--- src/rtl/ihexw_pkg.sv ---
// Shared types, constants and helpers of the HEX record writer.
// No dependencies; every other file of the block but ihexw_ram imports this package.
`default_nettype none

package ihexw_pkg;

   localparam int LINE_BYTES_DEF = 16;   // bytes per data record
   localparam int CNT_W          = 5;    // pending byte count
   localparam int ADDR_W         = 16;
   localparam int BYTE_W         = 8;
   localparam int QUEUE_DEPTH    = 2;    // commands between front and back
   localparam int HEX_W          = 72;   // longest nibble run of one record
   localparam int NIB_W          = 5;    // counts up to 18 nibbles

   localparam logic [ADDR_W-1:0] NO_START       = 16'hFFFF;
   localparam logic [7:0]        START_SUM_BASE = 8'h09;
   // count 04, address 0000, type 05, upper start word 0000
   localparam logic [47:0]       START_HEAD     = 48'h04_0000_05_0000;
   // count 00, address 0000, type 01, checksum FF
   localparam logic [39:0]       EOF_NIBS       = 40'h00_0000_01_FF;
   localparam logic [7:0]        CH_COLON       = 8'h3A;
   localparam logic [7:0]        CH_NL          = 8'h0A;

   typedef enum logic [1:0] {
      ACT_DATA  = 2'd0,
      ACT_FLUSH = 2'd1,
      ACT_END   = 2'd2
   } act_type;

   typedef enum logic {
      CMD_DATA,
      CMD_END
   } cmd_kind_type;

   typedef struct packed {
      cmd_kind_type        kind;
      logic                bank;
      logic [CNT_W-1:0]    count;
      logic [ADDR_W-1:0]   address;
      logic                has_start;
   } cmd_type;

   typedef struct packed {
      logic valid;
      logic bank;
   } free_type;

   typedef enum logic [2:0] {
      BE_IDLE,
      BE_COLON,
      BE_HEAD,
      BE_DATA,
      BE_NL
   } be_state_type;

   function automatic logic [7:0] hex_char(input logic [3:0] nib, input logic upper);
      if (nib < 4'd10) begin
         return 8'h30 + {4'h0, nib};
      end
      return (upper ? 8'h41 : 8'h61) + {4'h0, nib} - 8'd10;
   endfunction

endpackage

`default_nettype wire

--- src/rtl/intel_hex_record_writer.sv ---
// Top level of the Intel HEX record writer: start address register,
// front end, command queue, line bank RAM and record sequencer.
// Depends on ihexw_pkg, ihexw_front, ihexw_cmd_fifo, ihexw_ram, ihexw_back.
//
//   channel  direction  beat carries
//   -------  ---------  -------------------------------------------
//   csr      in         start_address (16 bits)
//   req      in         action, address, data_byte
//   rsp      out        out_char (ASCII), last_char
//
// The front end takes one req beat per cycle while a bank and a queue slot
// are free; two 16-byte line banks in one RAM let it fill a new line while
// the sequencer writes out the previous one.
// The sequencer sends one character per cycle while rsp is ready: a data
// record of n bytes is 12 + 2n beats, the end records 12 or 32 beats, and
// the sequencer passes its idle state once per command to pop the queue.
// Reset is synchronous; no clearing pass is needed after it.
// A stalled rsp holds the character register; req stalls once both banks
// or both queue slots are taken.
`default_nettype none

module intel_hex_record_writer #(
   parameter int LINE_BYTES = ihexw_pkg::LINE_BYTES_DEF,
   localparam int IDX_W     = (LINE_BYTES > 1) ? $clog2(LINE_BYTES) : 1
) (
   input  wire logic                          clock,
   input  wire logic                          reset,
   // configuration
   input  wire logic                          csr_valid,
   output logic                               csr_ready,
   input  wire logic [ihexw_pkg::ADDR_W-1:0]  csr_start_address,
   // requests
   input  wire logic                          req_valid,
   output logic                               req_ready,
   input  wire logic [1:0]                    req_action,
   input  wire logic [ihexw_pkg::ADDR_W-1:0]  req_address,
   input  wire logic [ihexw_pkg::BYTE_W-1:0]  req_data_byte,
   // characters
   output logic                               rsp_valid,
   input  wire logic                          rsp_ready,
   output logic [7:0]                         rsp_out_char,
   output logic                               rsp_last_char
);
   import ihexw_pkg::*;

   localparam int RAM_DEPTH = 2 ** (IDX_W + 1);

   logic [ADDR_W-1:0] start_ff, start_in;

   logic              q_full;
   logic              q_empty;
   logic              q_push;
   logic              q_pop;
   cmd_type           q_push_cmd;
   cmd_type           q_pop_cmd;
   free_type          bank_free;

   logic              ram_we;
   logic [IDX_W:0]    ram_waddr;
   logic [BYTE_W-1:0] ram_wdata;
   logic              ram_re;
   logic [IDX_W:0]    ram_raddr;
   logic [BYTE_W-1:0] ram_rdata;

   // Start address register: always ready; user must write only while idle, unchecked.
   assign csr_ready = 1'b1;

   always_comb begin
      start_in = start_ff;
      if (csr_valid && csr_ready) begin
         start_in = csr_start_address;
      end
   end

   always_ff @(posedge clock) begin
      if (reset) begin
         start_ff <= NO_START;
      end else begin
         start_ff <= start_in;
      end
   end

   // Front end: classify the beat, gather bytes, queue record commands.
   ihexw_front #(
      .LINE_BYTES (LINE_BYTES)
   ) u_front (
      .clock         (clock),
      .reset         (reset),
      .req_valid     (req_valid),
      .req_ready     (req_ready),
      .req_action    (req_action),
      .req_address   (req_address),
      .req_data_byte (req_data_byte),
      .start_address (start_ff),
      .q_full        (q_full),
      .q_push        (q_push),
      .q_cmd         (q_push_cmd),
      .bank_free     (bank_free),
      .ram_we        (ram_we),
      .ram_waddr     (ram_waddr),
      .ram_wdata     (ram_wdata)
   );

   // Decouple the two sides so each can stall on its own.
   ihexw_cmd_fifo u_queue (
      .clock    (clock),
      .reset    (reset),
      .push     (q_push),
      .push_cmd (q_push_cmd),
      .full     (q_full),
      .pop      (q_pop),
      .pop_cmd  (q_pop_cmd),
      .empty    (q_empty)
   );

   // Two line banks: bank bit on top, byte index below.
   ihexw_ram #(
      .WIDTH (BYTE_W),
      .DEPTH (RAM_DEPTH)
   ) u_lines (
      .clock   (clock),
      .wr_en   (ram_we),
      .wr_addr (ram_waddr),
      .wr_data (ram_wdata),
      .rd_en   (ram_re),
      .rd_addr (ram_raddr),
      .rd_data (ram_rdata)
   );

   // Record sequencer: one character per beat, a data bank freed as its newline goes out.
   ihexw_back #(
      .LINE_BYTES (LINE_BYTES)
   ) u_back (
      .clock         (clock),
      .reset         (reset),
      .q_empty       (q_empty),
      .q_pop         (q_pop),
      .q_cmd         (q_pop_cmd),
      .ram_re        (ram_re),
      .ram_raddr     (ram_raddr),
      .ram_rdata     (ram_rdata),
      .bank_free     (bank_free),
      .rsp_valid     (rsp_valid),
      .rsp_ready     (rsp_ready),
      .rsp_out_char  (rsp_out_char),
      .rsp_last_char (rsp_last_char)
   );

endmodule

`default_nettype wire

--- src/rtl/ihexw_ram.sv ---
// Generic single-write, single-read RAM with registered read data.
// No dependencies.
`default_nettype none

module ihexw_ram #(
   parameter int WIDTH = 8,
   parameter int DEPTH = 32,
   localparam int AW   = (DEPTH > 1) ? $clog2(DEPTH) : 1
) (
   input  wire logic             clock,
   input  wire logic             wr_en,
   input  wire logic [AW-1:0]    wr_addr,
   input  wire logic [WIDTH-1:0] wr_data,
   input  wire logic             rd_en,
   input  wire logic [AW-1:0]    rd_addr,
   output logic      [WIDTH-1:0] rd_data
);

   logic [WIDTH-1:0] mem_ff [DEPTH];
   logic [WIDTH-1:0] rd_data_ff;

   always_ff @(posedge clock) begin
      if (wr_en) begin
         mem_ff[wr_addr] <= wr_data;
      end
      if (rd_en) begin
         rd_data_ff <= mem_ff[rd_addr];
      end
   end

   assign rd_data = rd_data_ff;

endmodule

`default_nettype wire

--- src/rtl/ihexw_cmd_fifo.sv ---
// Short command queue between the front end and the record sequencer.
// Depends on ihexw_pkg.
`default_nettype none

module ihexw_cmd_fifo (
   input  wire logic                clock,
   input  wire logic                reset,
   input  wire logic                push,
   input  wire ihexw_pkg::cmd_type  push_cmd,
   output logic                     full,
   input  wire logic                pop,
   output ihexw_pkg::cmd_type       pop_cmd,
   output logic                     empty
);
   import ihexw_pkg::*;

   localparam int PTR_W = (QUEUE_DEPTH > 1) ? $clog2(QUEUE_DEPTH) : 1;

   cmd_type          entry_ff [QUEUE_DEPTH];
   logic [PTR_W-1:0] wr_ptr_ff, wr_ptr_in;
   logic [PTR_W-1:0] rd_ptr_ff, rd_ptr_in;
   logic [PTR_W:0]   count_ff,  count_in;

   assign full    = (count_ff == (PTR_W+1)'(QUEUE_DEPTH));
   assign empty   = (count_ff == '0);
   assign pop_cmd = entry_ff[rd_ptr_ff];

   always_comb begin
      wr_ptr_in = wr_ptr_ff;
      rd_ptr_in = rd_ptr_ff;
      count_in  = count_ff;
      if (push) begin
         wr_ptr_in = (wr_ptr_ff == PTR_W'(QUEUE_DEPTH-1)) ? '0 : wr_ptr_ff + 1'b1;
      end
      if (pop) begin
         rd_ptr_in = (rd_ptr_ff == PTR_W'(QUEUE_DEPTH-1)) ? '0 : rd_ptr_ff + 1'b1;
      end
      if (push && !pop) begin
         count_in = count_ff + 1'b1;
      end else if (pop && !push) begin
         count_in = count_ff - 1'b1;
      end
   end

   always_ff @(posedge clock) begin
      if (reset) begin
         wr_ptr_ff <= '0;
         rd_ptr_ff <= '0;
         count_ff  <= '0;
      end else begin
         wr_ptr_ff <= wr_ptr_in;
         rd_ptr_ff <= rd_ptr_in;
         count_ff  <= count_in;
      end
      if (push) begin
         entry_ff[wr_ptr_ff] <= push_cmd;
      end
   end

endmodule

`default_nettype wire

--- src/rtl/ihexw_front.sv ---
// Front end: accepts request beats, gathers bytes into two line banks
// and queues record commands. Depends on ihexw_pkg.
`default_nettype none

module ihexw_front #(
   parameter int LINE_BYTES = ihexw_pkg::LINE_BYTES_DEF,
   localparam int IDX_W     = (LINE_BYTES > 1) ? $clog2(LINE_BYTES) : 1
) (
   input  wire logic                            clock,
   input  wire logic                            reset,
   input  wire logic                            req_valid,
   output logic                                 req_ready,
   input  wire logic [1:0]                      req_action,
   input  wire logic [ihexw_pkg::ADDR_W-1:0]    req_address,
   input  wire logic [ihexw_pkg::BYTE_W-1:0]    req_data_byte,
   input  wire logic [ihexw_pkg::ADDR_W-1:0]    start_address,
   input  wire logic                            q_full,
   output logic                                 q_push,
   output ihexw_pkg::cmd_type                   q_cmd,
   input  wire ihexw_pkg::free_type             bank_free,
   output logic                                 ram_we,
   output logic [IDX_W:0]                       ram_waddr,
   output logic [ihexw_pkg::BYTE_W-1:0]         ram_wdata
);
   import ihexw_pkg::*;

   logic [CNT_W-1:0]  cnt_ff,       cnt_in;
   logic [ADDR_W-1:0] line_addr_ff, line_addr_in;
   logic              cur_bank_ff,  cur_bank_in;
   logic [1:0]        busy_ff,      busy_in;

   logic [ADDR_W:0]   follow_addr;
   logic              brk;
   logic              flush_old;
   logic              tgt_bank;
   logic [CNT_W-1:0]  idx_base;
   logic [CNT_W-1:0]  new_cnt;
   logic              fill;
   logic [ADDR_W-1:0] line_start;
   logic              need_push;
   logic              accept;

   // contiguity check runs without 16-bit wrap
   assign follow_addr = {1'b0, line_addr_ff} + (ADDR_W+1)'(cnt_ff);
   assign brk         = ({1'b0, req_address} != follow_addr);
   assign flush_old   = brk && (cnt_ff != '0);
   assign tgt_bank    = flush_old ? ~cur_bank_ff : cur_bank_ff;
   assign idx_base    = brk ? '0 : cnt_ff;
   assign new_cnt     = idx_base + 1'b1;
   assign fill        = (new_cnt == CNT_W'(LINE_BYTES));
   assign line_start  = brk ? req_address : line_addr_ff;

   always_comb begin
      need_push       = 1'b0;
      req_ready       = 1'b1;
      q_cmd.kind      = CMD_DATA;
      q_cmd.bank      = cur_bank_ff;
      q_cmd.count     = cnt_ff;
      q_cmd.address   = line_addr_ff;
      q_cmd.has_start = 1'b0;
      case (req_action)
         ACT_DATA: begin
            need_push = flush_old || fill;
            if (!flush_old) begin
               q_cmd.bank    = tgt_bank;
               q_cmd.count   = CNT_W'(LINE_BYTES);
               q_cmd.address = line_start;
            end
            req_ready = !busy_ff[tgt_bank] && (!need_push || !q_full);
         end
         ACT_FLUSH: begin
            need_push = (cnt_ff != '0);
            req_ready = !need_push || !q_full;
         end
         ACT_END: begin
            need_push       = 1'b1;
            q_cmd.kind      = CMD_END;
            q_cmd.address   = start_address;
            q_cmd.has_start = (start_address != NO_START);
            req_ready       = !q_full;
         end
         default: begin
            need_push = 1'b0;
            req_ready = 1'b1;
         end
      endcase
   end

   assign accept    = req_valid && req_ready;
   assign q_push    = accept && need_push;
   assign ram_we    = accept && (req_action == ACT_DATA);
   assign ram_waddr = {tgt_bank, idx_base[IDX_W-1:0]};
   assign ram_wdata = req_data_byte;

   always_comb begin
      cnt_in       = cnt_ff;
      line_addr_in = line_addr_ff;
      cur_bank_in  = cur_bank_ff;
      busy_in      = busy_ff;
      if (accept) begin
         case (req_action)
            ACT_DATA: begin
               if (fill) begin
                  cnt_in       = '0;
                  line_addr_in = line_start + ADDR_W'(LINE_BYTES);
                  cur_bank_in  = ~tgt_bank;
               end else begin
                  cnt_in       = new_cnt;
                  line_addr_in = line_start;
                  cur_bank_in  = tgt_bank;
               end
            end
            ACT_FLUSH: begin
               if (cnt_ff != '0) begin
                  cnt_in      = '0;
                  cur_bank_in = ~cur_bank_ff;
               end
            end
            ACT_END: begin
               // drop whatever is pending
               cnt_in = '0;
            end
            default: begin
               cnt_in = cnt_ff;
            end
         endcase
      end
      if (bank_free.valid) begin
         busy_in[bank_free.bank] = 1'b0;
      end
      if (q_push && (q_cmd.kind == CMD_DATA)) begin
         busy_in[q_cmd.bank] = 1'b1;
      end
   end

   always_ff @(posedge clock) begin
      if (reset) begin
         cnt_ff       <= '0;
         line_addr_ff <= '0;
         cur_bank_ff  <= 1'b0;
         busy_ff      <= '0;
      end else begin
         cnt_ff       <= cnt_in;
         line_addr_ff <= line_addr_in;
         cur_bank_ff  <= cur_bank_in;
         busy_ff      <= busy_in;
      end
   end

   a_cnt_below_line: assert property (@(posedge clock) disable iff (reset)
      cnt_ff < CNT_W'(LINE_BYTES))
      else $error("pending count reached a full line");

   a_no_busy_write: assert property (@(posedge clock) disable iff (reset)
      ram_we |-> !busy_ff[ram_waddr[IDX_W]])
      else $error("byte written into a bank the sequencer still owns");

   a_no_overflow: assert property (@(posedge clock) disable iff (reset)
      q_push |-> !q_full)
      else $error("command pushed into a full queue");

   a_free_owned: assert property (@(posedge clock) disable iff (reset)
      bank_free.valid |-> busy_ff[bank_free.bank])
      else $error("bank freed that was not owned");

endmodule

`default_nettype wire

--- src/rtl/ihexw_back.sv ---
// Back end: record sequencer that turns queued commands into HEX text,
// one character per beat. Depends on ihexw_pkg.
`default_nettype none

module ihexw_back #(
   parameter int LINE_BYTES = ihexw_pkg::LINE_BYTES_DEF,
   localparam int IDX_W     = (LINE_BYTES > 1) ? $clog2(LINE_BYTES) : 1
) (
   input  wire logic                       clock,
   input  wire logic                       reset,
   input  wire logic                       q_empty,
   output logic                            q_pop,
   input  wire ihexw_pkg::cmd_type         q_cmd,
   output logic                            ram_re,
   output logic [IDX_W:0]                  ram_raddr,
   input  wire logic [ihexw_pkg::BYTE_W-1:0] ram_rdata,
   output ihexw_pkg::free_type             bank_free,
   output logic                            rsp_valid,
   input  wire logic                       rsp_ready,
   output logic [7:0]                      rsp_out_char,
   output logic                            rsp_last_char
);
   import ihexw_pkg::*;

   be_state_type      state_ff, state_in;
   logic [HEX_W-1:0]  hex_ff,      hex_in;
   logic [NIB_W-1:0]  nib_ff,      nib_in;
   logic              upper_ff,    upper_in;
   logic              to_data_ff,  to_data_in;
   logic              rec_data_ff, rec_data_in;
   logic              eof_pend_ff, eof_pend_in;
   logic              bank_ff,     bank_in;
   logic [CNT_W-1:0]  left_ff,     left_in;
   logic [IDX_W-1:0]  idx_ff,      idx_in;
   logic              lo_ff,       lo_in;
   logic [7:0]        sum_ff,      sum_in;
   logic              valid_ff,    valid_in;
   logic [7:0]        char_ff,     char_in;
   logic              last_ff,     last_in;

   logic              step;
   logic [7:0]        sum_next;
   logic [7:0]        start_sum;

   assign step      = (state_ff != BE_IDLE) && (!valid_ff || rsp_ready);
   assign q_pop     = (state_ff == BE_IDLE) && !q_empty;
   assign sum_next  = sum_ff + ram_rdata;
   assign start_sum = START_SUM_BASE + q_cmd.address[15:8] + q_cmd.address[7:0];

   always_comb begin
      state_in = state_ff;
      case (state_ff)
         BE_IDLE: begin
            if (!q_empty) begin
               state_in = BE_COLON;
            end
         end
         BE_COLON: begin
            if (step) begin
               state_in = BE_HEAD;
            end
         end
         BE_HEAD: begin
            if (step && (nib_ff == NIB_W'(1))) begin
               state_in = to_data_ff ? BE_DATA : BE_NL;
            end
         end
         BE_DATA: begin
            if (step && lo_ff && (left_ff == CNT_W'(1))) begin
               state_in = BE_HEAD;
            end
         end
         BE_NL: begin
            if (step) begin
               state_in = eof_pend_ff ? BE_COLON : BE_IDLE;
            end
         end
         default: begin
            state_in = BE_IDLE;
         end
      endcase
   end

   always_comb begin
      hex_in      = hex_ff;
      nib_in      = nib_ff;
      upper_in    = upper_ff;
      to_data_in  = to_data_ff;
      rec_data_in = rec_data_ff;
      eof_pend_in = eof_pend_ff;
      bank_in     = bank_ff;
      left_in     = left_ff;
      idx_in      = idx_ff;
      lo_in       = lo_ff;
      sum_in      = sum_ff;
      char_in     = char_ff;
      last_in     = last_ff;
      ram_re      = 1'b0;
      ram_raddr   = {bank_ff, IDX_W'(idx_ff + 1'b1)};
      bank_free   = '{valid: 1'b0, bank: bank_ff};

      // hold the beat until taken, drop it when taken with nothing new
      if (step) begin
         valid_in = 1'b1;
      end else if (rsp_ready) begin
         valid_in = 1'b0;
      end else begin
         valid_in = valid_ff;
      end

      if (q_pop) begin
         lo_in    = 1'b0;
         idx_in   = '0;
         bank_in  = q_cmd.bank;
         left_in  = q_cmd.count;
         if (q_cmd.kind == CMD_DATA) begin
            hex_in      = {3'b000, q_cmd.count, q_cmd.address, 8'h00, 40'h0};
            nib_in      = NIB_W'(8);
            upper_in    = 1'b1;
            to_data_in  = 1'b1;
            rec_data_in = 1'b1;
            eof_pend_in = 1'b0;
            sum_in      = {3'b000, q_cmd.count} + q_cmd.address[15:8]
                          + q_cmd.address[7:0];
            // prefetch the first byte of the line
            ram_re      = 1'b1;
            ram_raddr   = {q_cmd.bank, {IDX_W{1'b0}}};
         end else if (q_cmd.has_start) begin
            hex_in      = {START_HEAD, q_cmd.address, 8'h00 - start_sum};
            nib_in      = NIB_W'(18);
            upper_in    = 1'b0;
            to_data_in  = 1'b0;
            rec_data_in = 1'b0;
            eof_pend_in = 1'b1;
         end else begin
            hex_in      = {EOF_NIBS, 32'h0};
            nib_in      = NIB_W'(10);
            upper_in    = 1'b1;
            to_data_in  = 1'b0;
            rec_data_in = 1'b0;
            eof_pend_in = 1'b0;
         end
      end

      if (step) begin
         case (state_ff)
            BE_COLON: begin
               char_in = CH_COLON;
               last_in = 1'b0;
            end
            BE_HEAD: begin
               char_in = hex_char(hex_ff[HEX_W-1 -: 4], upper_ff);
               last_in = 1'b0;
               hex_in  = {hex_ff[HEX_W-5:0], 4'h0};
               nib_in  = nib_ff - 1'b1;
            end
            BE_DATA: begin
               last_in = 1'b0;
               if (!lo_ff) begin
                  char_in = hex_char(ram_rdata[7:4], upper_ff);
                  lo_in   = 1'b1;
               end else begin
                  char_in = hex_char(ram_rdata[3:0], upper_ff);
                  lo_in   = 1'b0;
                  sum_in  = sum_next;
                  left_in = left_ff - 1'b1;
                  idx_in  = IDX_W'(idx_ff + 1'b1);
                  ram_re  = 1'b1;
                  if (left_ff == CNT_W'(1)) begin
                     // line done: checksum goes out through the nibble shifter
                     hex_in     = {8'h00 - sum_next, 64'h0};
                     nib_in     = NIB_W'(2);
                     to_data_in = 1'b0;
                  end
               end
            end
            BE_NL: begin
               char_in = CH_NL;
               last_in = !eof_pend_ff;
               if (rec_data_ff) begin
                  bank_free = '{valid: 1'b1, bank: bank_ff};
               end
               if (eof_pend_ff) begin
                  hex_in      = {EOF_NIBS, 32'h0};
                  nib_in      = NIB_W'(10);
                  upper_in    = 1'b1;
                  eof_pend_in = 1'b0;
               end
            end
            default: begin
               char_in = char_ff;
            end
         endcase
      end
   end

   always_ff @(posedge clock) begin
      if (reset) begin
         state_ff    <= BE_IDLE;
         valid_ff    <= 1'b0;
         rec_data_ff <= 1'b0;
         eof_pend_ff <= 1'b0;
      end else begin
         state_ff    <= state_in;
         valid_ff    <= valid_in;
         rec_data_ff <= rec_data_in;
         eof_pend_ff <= eof_pend_in;
      end
      hex_ff     <= hex_in;
      nib_ff     <= nib_in;
      upper_ff   <= upper_in;
      to_data_ff <= to_data_in;
      bank_ff    <= bank_in;
      left_ff    <= left_in;
      idx_ff     <= idx_in;
      lo_ff      <= lo_in;
      sum_ff     <= sum_in;
      char_ff    <= char_in;
      last_ff    <= last_in;
   end

   assign rsp_valid     = valid_ff;
   assign rsp_out_char  = char_ff;
   assign rsp_last_char = last_ff;

endmodule

`default_nettype wire
--- config.mk ---
export PLATFORM = sky130hd
export DESIGN_NAME = intel_hex_record_writer
export DESIGN_NICKNAME = d
export VERILOG_FILES = /design/src/rtl/ihexw_pkg.sv /design/src/rtl/intel_hex_record_writer.sv /design/src/rtl/ihexw_ram.sv /design/src/rtl/ihexw_cmd_fifo.sv /design/src/rtl/ihexw_front.sv /design/src/rtl/ihexw_back.sv
export SDC_FILE = /design/constraint.sdc
export NUM_CORES = 1
export LEC_CHECK = 0
export BUFFER_PORTS_ARGS = -buffer_cell sky130_fd_sc_hd__buf_2
export CAP_MARGIN = 15
export CORE_UTILIZATION = 35
export CTS_CLUSTER_DIAMETER = 60
export CTS_CLUSTER_SIZE = 28
export DETAILED_ROUTE_END_ITERATION = 10
export GPL_TIMING_DRIVEN = 1
export SYNTH_ARGS = -nofsm -noshare
export SYNTH_HDL_FRONTEND = slang
export SYNTH_SLANG_ARGS = --single-unit
export TNS_END_PERCENT = 5
--- constraint.sdc ---
create_clock -name clock -period 5.55 [get_ports clock]
set_clock_uncertainty 0.15 [all_clocks]
set_input_delay 1.11 -clock clock [delete_from_list [all_inputs] [get_ports clock]]
set_output_delay 1.11 -clock clock [all_outputs]
set_load 0.02 [all_outputs]
==> qor.txt <==
Status = finished, final reports clean
Vias = 15557
Setup crit start = u_front.line_addr_ff[2]
Routability congestion estimate = 0.8813
CP Data Required Time = 4.29 ns
Post-Syn Instances = 1971
Synth Area in Adders = 0.03811
First-pass GRT wire length = 85.81 mm
Nets@finish = 2120
Final WL = 55.05 mm
TritonCTS Buffers = 36
Die height = 253.4 um
Post-synth EDFFs = 321
Sequential fraction of design power = 0.424
Total number of yosys warnings = 0
Peak supply drop = 0.2155 mV
CTS tree = yes
Vias in the first global route = 14927
WL/cell = 19.13 um
Port bufs = 56
Post-route ant nets = 0
Setup Slack @ Placement = 0.1530 ns
Type of the tightest min-delay check = flip-flop to flip-flop
Max-slew headroom = 0.2828
Leakage = 8.827 nW
Combinational fraction of design power = 0.296
Data arrival time of the worst path = 4.13 ns
Synth Cell Area = 0.02213 mm2
Sequential fraction of the synthesis area = 0.5695
Total power = 0.01035 W
Layout cells sized above 1 = 0.1373
Die width = 253.4 um
Max Cap Viol = 0
CTS Root Cell = clkbuf_16
Post-synthesis xor/xnor area fraction = 0.02335
Worst-margin pin slew = 1.073 ns
Syn Nets = 2080
Hpwl dp = 37.27 mm
P_sw = 0.003623 W
R2R Setup Slk = 0.64 ns
Initial Util = 0.3566
Simple-gate share of the synthesized area = 0.1330
CTS Sinks = 469
Worst-Skew Late Latency = 0.58 ns
Worst R2R Start = u_front.line_addr_ff[2]
FF+latch area = 0.01261 mm2
Compound-Gate Fraction of Synth Area = 0.1507
Switching share of total power = 0.3501
Remaining Overflow, GRT = 0
# fillers = 5822
Clk pwr share = 0.280
Post-synthesis area per instance = 11.23 um2
DR iter-0 viols = 1258
Synth-to-layout area growth = 13.15%
Tmin final = 5.394 ns
CP endpoint kind = primary output
Core area = 0.06205 mm2
Clock-pin transition on the worst setup and hold timing paths = 0.08 ns
RSZ-0062 raised after global routing = yes
Largest family of logic cells by synthesized area = compound AO/OA/AOI/OAI gates
Worst Path Max Fanout = 4
Max frequency = 185.4 MHz
Final hold violation count = 0
Die area = 0.06423 mm2
Tcrit/Tclk final = 0.9719
H-tree depth = 2
Post-synthesis mux area share = 0.04829
Setup slack after layout = 0.1557 ns
Count of different cell masters after synthesis = 80
Total track usage = 0.1700
Async SR Flop Fraction = 0
Pre-Repair DR Iteration Count = 6
# IOs = 59
Setup TNS Final = 0 ns
Placed insts = 2794
Internal power = 0.006723 W
#FFs+latches synth = 469
WS Path Type = flip-flop to primary output
Ys flop type = edfxtp_1
Final Max Slew Viols = 0
Vias per cell = 5.407
Hold Crit Start = u_back.left_ff[4]
# rows = 91
Final setup viols = 0
CTS max path bufs = 3
Pwr Density = 413.2 mW/mm2
Antenna violations before repair = 3
Crit start category = flip-flop
Area of the multi-input gates = 0.008864 mm2
# DRC = 0
Non-Filler Instances = 2877
Largest net degree at the start of global routing = 78
[what timing repair did]
item	4_1_cts	5_1_grt
endpoints found under the setup margin	1	1
hold buffers	0	0
pin swaps	7	12
resized for setup	16	16
gates cloned	0	0
setup buffers	3	10
[critical path, stage by stage (launching register included)]
cell and delay (ns):
dfxtp_1 0.35, ha_1 0.37, nor2b_2 0.19, buf_4 0.13, o211a_1 0.26, o21ai_0 0.23, mux2i_1 0.29, and2_1 0.19
and4_4 0.28, and2_4 0.18, ha_4 0.14, nand2_4 0.06, a21oi_4 0.16, a31oi_4 0.12, nand2_2 0.11, nor3_4 0.04
nor3_2 0.22, inv_2 0.08, buf_6 0.14
[cell usage after synthesis (9+ instances only)]
library cell	instances	area (um2)
nand2_1	159	596.8
nor3_1	29	145.1
a22oi_1	9	67.56
xnor2_1	37	324.1
xor2_1	22	192.7
o22ai_1	20	125.1
dfxtp_1	148	2963
nand4_1	13	81.33
a31oi_1	37	231.5
fa_1	9	180.2
o21ai_0	88	440.4
inv_1	67	251.5
and2_1	44	275.3
mux4_2	16	360.4
ha_1	53	663.1
edfxtp_1	321	9639
a21o_1	15	112.6
mux2i_1	55	550.5
a22o_1	14	122.6
o311ai_0	32	280.3
a211oi_1	38	285.3
clkbuf_1	103	386.6
nor2b_1	24	150.1
and4_1	10	87.58
nand2b_1	46	287.8
mux2_2	13	146.4
buf_2	20	100.1
nand3_1	35	175.2
a21oi_1	110	550.5
nor2_1	200	750.7
a221o_1	50	500.5
and3_1	13	81.33
[logic make-up (layout without fill, tap and decap cells)]
kind of cell / Yosys count / after routing
compound gates: 480 / 480
xor+xnor: 59 / 59
flops: 469 / 469
mux: 85 / 85
buf+inv: 203 / 271
other cells: 2 / 3
fa+ha+maj: 62 / 62
simple gates: 611 / 611
[flip-flops by register name (all words and copies together), names as in the netlist, 3 cells and up, named ones only]
name                  flops
u_lines.rd_data           8
u_back.rsp_out_char       7
u_back.hex_ff            72
u_back.state_ff           3
u_back.sum_ff             8
u_back.left_ff            5
start_ff                 16
u_front.cnt_ff            5
u_front.line_addr_ff     16
u_back.nib_ff             5
u_queue.entry_ff         48
u_back.idx_ff             4
u_lines.mem_ff          256
[cell type report]
cell class                 instances  share of cell area
tap                              837             0.04183
multi-input combinational       1299              0.3540
clock inverter                    27             0.01569
inverter                          68             0.01019
sequential                       469              0.5036
clock buffer                      39             0.03728
timing repair buffer             137             0.03723
antenna                            1          0.00009995
[power by group through the flow]
stage	registers, W	logic, W	clock network, W
after floorplan	0.00436	0.00223	0
final	0.00439	0.00307	0.00289
after CTS	0.00438	0.00305	0.00297
after global routing	0.00443	0.00341	0.00308
after detailed placement	0.00445	0.00304	0
after global placement	0.00444	0.00298	0
[metrics by stage]
step	area [um2]	hold slack, ns	util
floorplan	22130	0.2755	-
global placement	23440	0.2868	0.3777
detailed placement	23440	0.2989	0.3777
CTS	24840	0.3112	0.4003
global route	25030	0.3297	0.4034
finish	25040	0.3112	0.4035
[path summary, 6_finish.rpt]
kind,end,cells after the start
worst min register to register,u_back.left_ff[4],2
worst max-delay path,req_ready,18
worst max register to register,u_queue.count_ff[1],21
worst min-delay path,u_back.left_ff[4],2
[per-layer routing]
metal,vias up,track usage,wire length [um]
li1,7401,-,-
met1,7671,0.2450,25840
met2,407,0.2685,25200
met3,76,0.02107,2813
met4,2,0.04485,1183
met5,-,0,13
[layout by cell type, fill, tap and decap left out, types with 8 or more instances in the layout]
cell type / n
nand2_1: 156
nor3_1: 26
inv_1: 64
a21oi_1: 109
mux2i_1: 55
xnor2_1: 37
nor3b_1: 8
buf_4: 77
nand3_1: 35
nor2b_1: 22
a31oi_1: 36
o21ai_0: 87
o22ai_1: 20
nor2_1: 196
a21o_1: 15
nand4_1: 13
fa_1: 8
ha_1: 51
and4_1: 9
a221o_1: 50
mux4_2: 16
clkbuf_16: 37
edfxtp_1: 321
mux2_2: 13
o311ai_0: 32
buf_2: 55
a211oi_1: 37
and3_1: 12
a22oi_1: 9
a22o_1: 14
xor2_1: 22
nand2b_1: 45
dfxtp_1: 144
and2_1: 42
Power figures use the tool's default switching activity.
